## src/design/olid_pkg.sv

```systemverilog
// Shared types and codes for the ordered list engine.
package olid_pkg;

  localparam int VALUE_W    = 32;
  localparam int INDEX_W    = 8;
  localparam int POSITION_W = 8;
  localparam int COUNT_W    = 9;
  localparam int MODE_W     = 2;
  localparam int STATUS_W   = 2;
  localparam int SCAN_STRIDE = 8;
  localparam int SCAN_SEL_W  = 3;

  localparam logic [MODE_W-1:0] MODE_APPEND = 2'd0;
  localparam logic [MODE_W-1:0] MODE_INSERT = 2'd1;
  localparam logic [MODE_W-1:0] MODE_DELETE = 2'd2;
  localparam logic [MODE_W-1:0] MODE_FIND   = 2'd3;

  localparam logic [STATUS_W-1:0] STATUS_OK     = 2'd0;
  localparam logic [STATUS_W-1:0] STATUS_FULL   = 2'd1;
  localparam logic [STATUS_W-1:0] STATUS_RANGE  = 2'd2;
  localparam logic [STATUS_W-1:0] STATUS_ABSENT = 2'd3;

  // What a cell loads into its entry this cycle.
  typedef enum logic [1:0] {
    CELL_HOLD  = 2'd0,
    CELL_LEFT  = 2'd1,
    CELL_RIGHT = 2'd2,
    CELL_LOAD  = 2'd3
  } cell_op_t;

  typedef struct packed {
    cell_op_t op;
    logic     hit_load;
    logic     hit_shift;
    logic     in_range;
  } cell_ctl_t;

endpackage

```

## src/design/olid_cell.sv

```systemverilog
// One list cell: holds one entry and one match bit of the scan line.
module olid_cell (
  input  logic                                clk,
  input  logic                                rst,
  input  olid_pkg::cell_ctl_t                 ctl,
  input  logic signed [olid_pkg::VALUE_W-1:0] value,
  input  logic signed [olid_pkg::VALUE_W-1:0] left,
  input  logic signed [olid_pkg::VALUE_W-1:0] right,
  input  logic                                hit_up,
  output logic signed [olid_pkg::VALUE_W-1:0] entry,
  output logic                                hit
);

  always_ff @(posedge clk) begin
    case (ctl.op)
      olid_pkg::CELL_LEFT:  entry <= left;
      olid_pkg::CELL_RIGHT: entry <= right;
      olid_pkg::CELL_LOAD:  entry <= value;
      default:              entry <= entry;
    endcase
  end

  always_ff @(posedge clk) begin
    if (rst) begin
      hit <= 1'b0;
    end else if (ctl.hit_load) begin
      hit <= ctl.in_range && (entry == value);
    end else if (ctl.hit_shift) begin
      hit <= hit_up;
    end
  end

endmodule

```

## config.mk

```make
export PLATFORM = sky130hd
export DESIGN_NAME = olid_cell
export DESIGN_NICKNAME = d
export VERILOG_FILES = /design/src/design/olid_pkg.sv /design/src/design/olid_cell.sv
export SDC_FILE = /design/constraint.sdc
export NUM_CORES = 1
export LEC_CHECK = 0
export BUFFER_PORTS_ARGS = -buffer_cell sky130_fd_sc_hd__buf_2
export CAP_MARGIN = 20
export CORE_ASPECT_RATIO = 0.5
export CORE_MARGIN = 1
export CORE_UTILIZATION = 40
export CTS_CLUSTER_SIZE = 10
export DETAILED_ROUTE_END_ITERATION = 10
export PLACE_DENSITY = 0.79
export SKIP_LAST_GASP = 1
export SLEW_MARGIN = 10
export SYNTH_ARGS = -nofsm -noshare
export SYNTH_HDL_FRONTEND = slang
export SYNTH_SLANG_ARGS = --single-unit
```

## constraint.sdc

```tcl
create_clock -name clk -period 4 [get_ports clk]
set_input_delay 0.2 -clock clk [delete_from_list [all_inputs] [get_ports clk]]
set_output_delay 0.2 -clock clk [all_outputs]
set_load 0.03 [all_outputs]
```

### Word level (Yosys, flattened, before mapping)

Cells that the tools add are included.
W data, S select, Z words.

| operators by class | value |
|---|---|
| eq/ne operators | 4 |
| muxes and demuxes | 3 |
| reduce and logical (&&, ||, !) cells | 3 |

Operators with widths:

| cell | number |
|---|---|
| $pmux W32 S3 | 1 |
| $eq A32 B32 Y1 | 1 |
| $eq A2 B2 Y1 const B | 2 |
| $reduce_bool A3 Y1 | 1 |
| $eq A2 B1 Y1 const B | 1 |
| $mux W1 | 2 |
| $reduce_bool A2 Y1 | 1 |
| $logic_and A1 B1 Y1 | 1 |

| storage, ports and cells | value |
|---|---|
| register bits | 33 |
| input port bits | 104 |
| output and inout port bits | 33 |
| logic and storage cells | 12 |

### Depth between registers and ports, before layout

Gate-level depths: netlist of the first run.

| depth | value |
|---|---|
| depth after elaboration | 3 |
| mapped depth | 4 |
| gate-level depth less buffers | 4 |

### Worst setup path after synthesis of the first run

Ideal clock, no wire load.

| timing path | value |
|---|---|
| kind | input to register |
| start | input port ctl[3] (netlist bit) |
| end | register entry[0] (netlist bit), enable pin |
| library setup time | 0.375 ns |
| arrival time | 1.121 ns |
| data required time | 3.625 ns |
| path slack | 2.505 ns |
| cell stages on the path | 3 |
| buffers on the path | 2 |
| path through | buf_2 buf_2 or2_2 |

| between the ends | value |
|---|---|
| longest elaborated chain between the ends | 2 |
| elaborated cells on any way between the ends | 4 |
| classes of those cells | eq/ne (3); reduce/logical (1) |

RTL lines:

| element | RTL line | text |
|---|---|---|
| from (decl) | olid_cell.sv:5 | `input olid_pkg::cell_ctl_t ctl,` |
| $eq A2 B2 Y1 / $eq A2 B1 Y1 (equally long branches) | olid_cell.sv:15 | `case (ctl.op)` |
| $reduce_bool A3 Y1 (no line) (*) | -- |  |
| to (signal assigned) | olid_cell.sv:16 | `olid_pkg::CELL_LEFT: entry <= left;` |
| to (signal assigned) | olid_cell.sv:17 | `olid_pkg::CELL_RIGHT: entry <= right;` |
| to (signal assigned) | olid_cell.sv:18 | `olid_pkg::CELL_LOAD: entry <= value;` |
| to (decl) | olid_cell.sv:10 | `output logic signed [olid_pkg::VALUE_W-1:0] entry,` |

Every way passes the cells marked *; elsewhere a longest branch is shown, timed or not.
A chain may end at the register's enable or synchronous reset.

### Worst setup path in the final report of the first run

| timing path | value |
|---|---|
| start | input port ctl[4] (netlist bit) |
| end | register entry[3] (netlist bit), enable pin |

The elaborated chain is that of the path after synthesis.

==> results.md, run 1 <==
* Post-CTS sizing at 0
* Vias in the first global route at around 1900
* Least-Margin Pin Slew at approximately 0.72 ns
* Mean Syn Cell Area at about 11 um2
* Clk sink count at 33
* Period utilization at around two fifths
* Seq cells post-synth at 33
* Commonest non-fill, non-tap cell in the layout: buf_2
* Hold WC Path Type: in -> reg
* Starting Density at between 40% and 50%
* Post-synthesis compound-gate area fraction at 9.30%
* Tot Pwr at between 1000 and 1500 uW
* Gpl congestion at just over 0.8
* Routed Antenna Nets at 0
* Post-synthesis mux area share at 16.3%
* Area Growth Syn to Fin at 41.0%
* Critical Path Fanout Max at 65
* Setup violations, final at 0
* Starting DRT DRC Count at 60
* Asr flop ratio synth at 0%
* PD cells at 368 nW/um2
* Clock Skew at 0.00685 ns
* PortBufs at approximately 140
* Slowest cell delay on critical path at 0.70 ns
* Hold WS at 0.242 ns
* Drt via density at 4.80
* Setup tns final at 0 ns
* CP startpoint kind: input pin
* Post-Synth Simple-Gate Area at 10.2%
* Layout Nets at 428
* Status: complete, no violations
* DR WL met2 at 2.74 mm
* Critical Path RT at 3.90 ns
* Core area at 4640 um2
* Leak pwr at 0.00132 uW
* Slew Viols, Final at 0
* Clock Tree Buf Depth at 2
* Post-synthesis xor/xnor area fraction at between 10% and 20%
* Worst-path clk slew at 0.07 ns
* Ant diodes at 0
* Seq/Total Area, Yosys at about half
* Main combinational cell family by area after synthesis: multiplexers
* GR Overflow Total at 0
* Syn nets at 294
* CTS root buf: clkbuf_8
* Initial antenna violation count at 0
* 1st-pass router iterations at 4
* Detailed Route WL at 5.21 mm
* Share of layout cells above drive strength 1 at 44.9%
* Clock H-tree levels at 2
* Critical Path End Type: register
* Slowest library cell on the worst path: or2_2
* Peak supply drop at 0.163 mV
* DRC errors left at 0
* Clk Latency, worst-skew pair at 0.28 ns
* Die ar. at 5380 um2
* Setup Buffers After CTS at 0
* WS Path Type: in -> reg
* EDFF count, synth at 32
* Number of fill cells at 408
* Dominant synthesized flop cell: edfxtp_1
* Max Cap Violations at 0
* Max Used Layer: met4
* CTS tree: done
* Count of final hold-check violations at 0
* Global-route usage over all layers at 19.6%
* Cell Area, Synth at 2030 um2
* Post-CTS Hold Fix Bufs at 0
* Die height at about 52 um
* WL per Instance at 13.3 um
* Fmax at 636 MHz
* RSZ-0062 raised after global routing: false
* Largest net degree at the start of global routing at 66
* Met3 wire length at 230 um
* Synth warnings at 0
* Synthesized netlist cell count at 190
* # IOs at 137
* Most frequent cells in the layout: buf_2, mux2i_1, nor2_1, a21oi_1, edfxtp_1
* Crit path cell chain: buf_2 > buf_4 > or2_2
* Met1 WL at ~2.2 mm
* Critical path arrival at 1.48 ns
* Yosys cell types at 23
* Adder-cell share of the synthesized area at 0%
* Total CTS buffers at 5
* Num rows at 17
* Minimum clock period at 1.57 ns
* DR vias at 1877
* Die width at between 100 and 150 um
* Worst slew margin relative to its limit at 51.7%
* First-pass GRT wire length at 7.77 mm
synthesized netlist by cell type, types with 2 or more instances:
master | count | area, um2
a21oi_1 | 32 | 160
buf_1 | 2 | 7.51
buf_2 | 3 | 15.0
buf_4 | 2 | 15.0
clkbuf_1 | 4 | 15.0
edfxtp_1 | 32 | 961
inv_1 | 2 | 7.51
mux2i_1 | 33 | 330
nand4_1 | 6 | 37.5
nor2_1 | 32 | 120
nor3_1 | 2 | 10.0
xnor2_1 | 28 | 245
xor2_1 | 2 | 17.5
area by class of cell:
| class | instances | area [um2] | share of cell area [%] |
|---|---|---|---|
| clock buffers | 6 | 72.6 | 2.53 |
| clock inverters | 2 | 33.8 | 1.18 |
| inverters | 2 | 7.51 | 0.262 |
| multi-input cells | 144 | 990 | 34.6 |
| flip-flops and latches | 33 | 981 | 34.3 |
| well taps | 66 | 82.6 | 2.88 |
| repair buffers | 138 | 696 | 24.3 |
through the flow:
step           util [%]  area, um2  std cells  worst slack, ns
6_report           61.7       2860        391             2.43
5_1_grt            61.7       2860        391             2.31
4_1_cts            61.7       2860        391             2.43
2_1_floorplan         -       2030        190             2.50
3_3_place_gp       59.4       2760        383             2.18
3_5_place_dp       59.4       2760        383             2.15
power by group:
part | internal [uW] | switching (uW)
registers | 428 | 26.4
clock network | 184 | 114
logic | 125 | 177
total | 737 | 317
cells by family (layout without fill, tap and decap cells):
group | count (synthesis) | after routing
buf+inv | 13 | 148
mux | 33 | 33
flops | 33 | 33
compound gates | 35 | 35
simple gates | 46 | 46
xor+xnor | 30 | 30
worst max-delay path, delay by kind of cell:
kind,cells,cell delay [ns]
buffers and inverters,2,0.55
AND/OR/NAND/NOR,1,0.70
per-layer routing:
layer  track usage (%)  vias up
met3              5.60       10
met4              10.3        0
met1              21.3      862
met5                 0        -
li1                  -      954
met2              35.3       51
worst paths after layout:
| path | startpoint | endpoint | slack (ns) | depth (start not counted) |
|---|---|---|---|---|
| worst max-delay path | ctl[4] | entry[3] | 2.43 | 3 |
| worst min-delay path | left[12] | entry[12] | 0.24 | 3 |
| worst max register to register | entry[23] | hit | 2.46 | 4 |
| worst min register to register | hit | hit | 0.67 | 3 |
registers in the layout, summed over array words and instances, names as in the netlist:
register	flops
hit	1
entry	32
Note: power is estimated with default switching activity, not from simulation.
==> inputs of run 2 (changes only) <==
Settings changed: ABC_AREA from default to 1, CORE_UTILIZATION 40 to 39.
Clock period 4 ns to 1.3 ns, I/O delays scaled along.
==> run 2 against run 1 <==
Net effect: clock skew increased by 0.00082 ns; combinational power grew to 3.2 times the previous value; global-route usage is 1.1 points higher; utilization down 2.5 points; area after synthesis rose by 6.8%; clock power grew to 2.6 times the previous value; total power rose to 3.0 times the previous value; critical path depth up 6; flip-flop and latch count unchanged.
==> results.md, run 2 <==
* Period utilization at about nine tenths
* Hpwl dp at 4.82 mm
* Initial antenna violation count at 0 (unchanged)
* Ant diodes at 0 (unchanged)
* Starting DRT DRC Count at 160 (+170%)
* PD cells at 1030 nW/um2 (+180%)
* Fmax at roughly 840 MHz
* DR vias at 2380 (+27%)
* Synthesized netlist cell count at 295 (+55%)
* DRC errors left at 0 (unchanged)
* Layout Nets at 540 (+26%)
* Yosys top cell area share at 44.3% (-3.0 points)
* EDFF count, synth at 32 (unchanged)
* Critical Path RT at 1.53 ns (-2.37 ns)
* RSZ-0062 raised after global routing: true
* Peak supply drop at 0.469 mV (+190%)
* Count of final hold-check violations at 0 (unchanged)
* WS Path Type: reg -> reg
* CTS root buf: clkbuf_8
* Clock Tree Buf Depth at 2 (unchanged)
* Post-CTS sizing at 0 (unchanged)
* Num rows at 18 (+1)
* Area of the multi-input gates at 975 um2 (-1.5%)
* Critical Path End Type: register
* Global-route usage over all layers at 20.6% (+1.1 points)
* Drt via density at 4.69 (-2.2%)
* Seq/Total Area, Yosys at 45.2% (-3.1 points)
* Die height at 54.7 um (+4.5%)
* Vias in the first global route at 2113 (+14%)
* Most flop-heavy register: entry
* 1st-pass router iterations at 4 (unchanged)
* Critical path arrival at 1.42 ns (-0.06 ns)
* Share of layout cells above drive strength 1 at 36.4% (-8.5 points)
* # IOs at 137 (unchanged)
* GR Overflow Total at 0 (unchanged)
* Die width at 107 um (+4.6%)
* Commonest non-fill, non-tap cell in the layout: buf_2
* Leak pwr at 0.00160 uW (+21%)
* Setup Buffers After CTS at 0 (unchanged)
* Max Cap Violations at 0 (unchanged)
* First-pass GRT wire length at 9.27 mm (+19%)
* WL per Instance at 12.3 um (-7.5%)
* Synth warnings at 0 (unchanged)
* Mean Syn Cell Area at 7.35 um2 (-31%)
* Routed Antenna Nets at 0 (unchanged)
* Area Growth Syn to Fin at 40.3%
* Largest net degree at the start of global routing at 33 (-50%)
* Final Non-Filler Cells at 507 (+30%)
* Asr flop ratio synth at 0% (unchanged)
* Placement Setup Slack at 0.0891 ns (-2.06 ns)
* Dpl cell area at 2950 um2 (+6.9%)
* Detailed Route WL at 6.26 mm (+20%)
* Status: complete, no violations
* Seq cells post-synth at 33 (unchanged)
* Clk sink count at 33 (unchanged)
* Max reg flops at 32 (unchanged)
* PortBufs at 136 (unchanged)
* Core area at 5130 um2 (+11%)
* Hold WC Path Type: in -> reg
* Clock Skew at 0.00767 ns (+0.000817 ns)
* CP startpoint kind: register
* CTS tree: done
* Most frequent cells in the layout: buf_2, nand2_1, inv_1, edfxtp_1, nand3_1
* Syn nets at 399 (+36%)
* Slew Viols, Final at 0 (unchanged)
* R2R setup slack at 0.10 ns (-2.36 ns)
* Final instance area at 3040 um2 (+6.2%)
* Gpl congestion at 0.836 (+3.2%)
* Final setup margin at 0.104 ns (-2.32 ns)
* Reg area at 981 um2 (unchanged)
* Clock H-tree levels at 2 (unchanged)
* Die ar. at 5880 um2 (+9.2%)
* Worst slew margin relative to its limit at 48.6% (-3.2 points)
* Starting Density at 42.2% (-1.6 points)
* Dominant synthesized flop cell: edfxtp_1
* Yosys cell types at 19 (-17%)
* Least-Margin Pin Slew at 0.770 ns (+0.0460 ns)
* Most common cell in the synthesized netlist: nand2_1
* Hold WS at 0.0559 ns (-0.186 ns)
* Cell Area, Synth at 2170 um2 (+6.8%)
* Clk Latency, worst-skew pair at 0.28 ns (about the same)
* Number of fill cells at 484 (+19%)
* Setup violations, final at 0 (unchanged)
* Critical Path Fanout Max at 3 (-95%)
* Biggest regs: entry x32, hit x1
* Placed instance count at 498 (+30%)
* Total CTS buffers at 5 (unchanged)
* Final core occ at 59.2% (-2.5 points)
* Area contributors post-synth: edfxtp_1, nand2_1, o211ai_1
* Dominant cell type by area after synthesis: edfxtp_1
* Worst-path clk slew at 0.07 ns (about the same)
* Minimum clock period at 1.20 ns
* Post-synth top cells: nand2_1, inv_1, edfxtp_1
-- run 2: critical path: stages, from the launching register on --
cell	delay (ns)
edfxtp_1	0.42
inv_1	0.07
nand2_1	0.05
nand2_1	0.05
nand2_1	0.06
nor2_1	0.11
nand2_1	0.08
nor2_1	0.09
nand3_1	0.09
a21oi_2	0.11
-- run 2: through the flow --
| step | total power, uW | TNS, ns |
|---|---|---|
| 2_1_floorplan | 2010 | 0 |
| 3_3_place_gp | 2390 | 0 |
| 3_5_place_dp | 2390 | 0 |
| 4_1_cts | 3160 | 0 |
| 5_1_grt | 3310 | -0.0679 |
| 6_report | 3140 | 0 |
-- run 2: cells by family after synthesis --
kind of cell	after synthesis	share of synthesized area, %
xor+xnor	11	4.44
buf+inv	55	9.81
flops	33	45.2
simple gates	164	30.3
compound gates	32	10.2
-- run 2: power by group --
| group | switching [uW] | total (uW) | leakage, uW | internal [uW] |
|---|---|---|---|---|
| clock | 400 | 770 | 0.0000439 | 370 |
| combinational | 605 | 969 | 0.00122 | 365 |
| sequential | 85.8 | 1410 | 0.000338 | 1320 |
| total | 1090 | 3140 | 0.00160 | 2050 |
-- run 2: final cells by class --
cell class              count  area share (%)
repair buffers            144            24.4
inverters                  45            5.55
clock inverters             3           0.576
flip-flops and latches     33            32.3
clock buffers               5            2.26
multi-input cells         207            32.0
well taps                  70            2.88
-- run 2: timing repair --
action,4_1_cts,5_1_grt
hold buffers,1,0
setup endpoints to repair,0,1
hold endpoints to repair,1,0
-- run 2: path summary, 6_finish.rpt --
kind	from	end	cells after the start
max	entry[14]	hit	9
min	right[16]	entry[16]	3
max reg2reg	entry[14]	hit	9
min reg2reg	hit	hit	4
-- run 2: routing by layer --
| layer | track usage (%) | up-vias | share of wire [%] |
|---|---|---|---|
| met5 | 0 | - | 0 |
| met1 | 25.5 | 1063 | 41 |
| met3 | 4.52 | 4 | 7.9 |
| met4 | 4.57 | 0 | 0.54 |
| met2 | 38.1 | 84 | 50 |
| li1 | - | 1229 | - |
==> inputs of run 3 (changes only) <==
Settings changed: CORE_UTILIZATION 39 to 40, CTS_BUF_LIST from default to sky130_fd_sc_hd__clkbuf_4 sky130_fd_sc_hd__clkbuf_8, PLACE_DENSITY 0.79 to 0.81.
==> run 3 against run 2 <==
Net effect: final cell count down 0.20%; fmax down 5.0%; sequential share of layout area about the same; clock skew down 0.0016 ns; worst setup slack worse by 0.064 ns; hold slack better by 0.0054 ns; critical path depth unchanged; global-route usage up 0.80 points; die area down 2.4%; total power down 0.47%; sequential power about the same; combinational power up 1%.
==> results.md, run 3 (synthesis results as in run 2) <==
* Least-Margin Pin Slew at 0.761 ns (-0.00887 ns)
* Clock H-tree levels at 2 (unchanged)
* Fmax at 794 MHz (-5.0%)
* PD cells at 1030 nW/um2 (-0.43%)
* Die width at 106 um (-1.2%)
* WS Path Type: reg -> reg
* Critical Path Fanout Max at 3 (unchanged)
* PortBufs at 136 (unchanged)
* Final instance area at 3040 um2 (about the same)
* Clk Latency, worst-skew pair at 0.28 ns (about the same)
* RSZ-0062 raised after global routing: true
* Starting Density at 42.8% (+0.56 points)
* Dpl cell area at 2940 um2 (-0.25%)
* Largest net degree at the start of global routing at 33 (unchanged)
* Starting DRT DRC Count at 136 (-15%)
* Clk sink count at 33 (unchanged)
* Routed Antenna Nets at 0 (unchanged)
* Hpwl dp at 4.77 mm (-1.1%)
* Net Sw Frac at 33.9% (-0.82 points)
* Comb pwr share at 31.3% (+0.5 points)
* Vias in the first global route at 2085 (-1.3%)
* Share of layout cells above drive strength 1 at 36.5% (+0.083 points)
* Total CTS buffers at 5 (unchanged)
* Worst-path clk slew at 0.07 ns (about the same)
* Area Growth Syn to Fin at 40.2% (about the same)
* Die height at 54.1 um (-1.2%)
* Period utilization at 96.9% (+4.9 points)
* Core area at 5070 um2 (-1.3%)
* Worst slew margin relative to its limit at 49.1% (+0.59 points)
* Max Cap Violations at 0 (unchanged)
* Die ar. at 5740 um2 (-2.4%)
* 1st-pass router iterations at 5 (+1)
* Global-route usage over all layers at 21.4% (+0.80 points)
* Setup violations, final at 0 (unchanged)
* P_int at 2070 uW (+0.78%)
* Drt via density at 4.73 (+0.79%)
* Clock share of power at 23.7% (-0.8 points)
* Count of final hold-check violations at 0 (unchanged)
* Leak pwr at 0.00160 uW (about the same)
* Critical Path RT at 1.52 ns (about the same)
* Clock Tree Buf Depth at 2 (unchanged)
* Critical Path End Type: register
* Max reg flops at 32 (unchanged)
* Minimum clock period at 1.26 ns (+0.0636 ns)
* Met1 WL at 2.73 mm (+5.7%)
* # IOs at 137 (unchanged)
* DR WL met2 at 3.05 mm (-3.0%)
* Num rows at 18 (unchanged)
* Most frequent cells in the layout: buf_2, nand2_1, inv_1, edfxtp_1, nand3_1
* Layout Nets at 540 (unchanged)
* DRC errors left at 0 (unchanged)
* Setup tns final at 0 ns (unchanged)
* Seq pwr share at 45.0% (+0.3 points)
* CTS root buf: clkbuf_8
* Final core occ at 60.0% (+0.77 points)
* First-pass GRT wire length at 9.40 mm (+1.4%)
* Clock Skew at 0.00605 ns (-0.00162 ns)
* CP startpoint kind: register
* DR vias at 2394 (+0.59%)
* Critical path arrival at 1.47 ns (+0.05 ns)
* Met3 wire length at 390 um (-21%)
* Net Sw Power at 1060 uW (-2.8%)
* WL per Instance at 12.2 um (-0.86%)
* Status: complete, no violations
* Detailed Route WL at 6.19 mm (-1.1%)
* CTS tree: done
* Slew Viols, Final at 0 (unchanged)
* Ant diodes at 0 (unchanged)
* Hold WS at 0.0614 ns (+0.00545 ns)
* GR Overflow Total at 0 (unchanged)
* Hold WC Path Type: in -> reg
* Commonest non-fill, non-tap cell in the layout: buf_2
* Biggest regs: entry x32, hit x1
* Most flop-heavy register: entry
* Max Used Layer: met4
* Tot Pwr at 3130 uW (-0.47%)
* Initial antenna violation count at 0 (unchanged)
* Peak supply drop at 0.442 mV (-5.7%)
* Gpl congestion at 0.808 (-3.3%)
[run 3: per-stage QoR]
stage / setup WS, ns / std cells
2_1_floorplan: 0.0806 / 295
3_3_place_gp: 0.101 / 497
3_5_place_dp: 0.0249 / 497
4_1_cts: 0.0542 / 505
5_1_grt: -0.0476 / 506
6_report: 0.0405 / 506
[run 3: layout make-up]
cell class	count	area (um2)
fill	497	2030
clock inverter	1	3.75
inverter	45	169
tap	70	87.6
clock buffer	6	76.3
timing repair buffer	144	743
sequential	33	981
multi-input combinational	207	980
[run 3: critical path, cell delays in order, from the launching register on]
cell and delay (ns):
edfxtp_1 0.43, nand2_2 0.10, nand2_1 0.05, inv_1 0.04, nand2_1 0.08, nor2_1 0.10, nand2_1 0.09, nor2_1 0.10
nand3_1 0.10, a21oi_2 0.11
[run 3: power groups by stage]
stage	sequential [uW]	clock, uW	combinational (uW)
2_1_floorplan	1670	0	341
3_3_place_gp	1420	0	959
3_5_place_dp	1430	0	972
4_1_cts	1410	749	979
5_1_grt	1430	790	1070
6_report	1410	742	980
[run 3: metal layers]
layer,GRT usage (%),up-vias
met3,3.87,4
met2,38.5,80
met1,27.8,1085
met4,4.17,0
met5,0,-
li1,-,1225
[run 3: path summary, 6_finish.rpt]
path                  start   endpoint  slack, ns  cells past startpoint
setup / recovery   entry[1]        hit       0.04                      9
hold / removal    right[18]  entry[18]       0.06                      3
setup reg to reg   entry[1]        hit       0.04                      9
hold reg to reg         hit        hit       0.64                      4
[run 3: repair_timing]
action / CTS / global route
setup buffers: 0 / 1
hold endpoints to repair: 1 / 0
endpoints found under the setup margin: 0 / 1
hold buffers: 1 / 0
gates resized for setup: 0 / 2
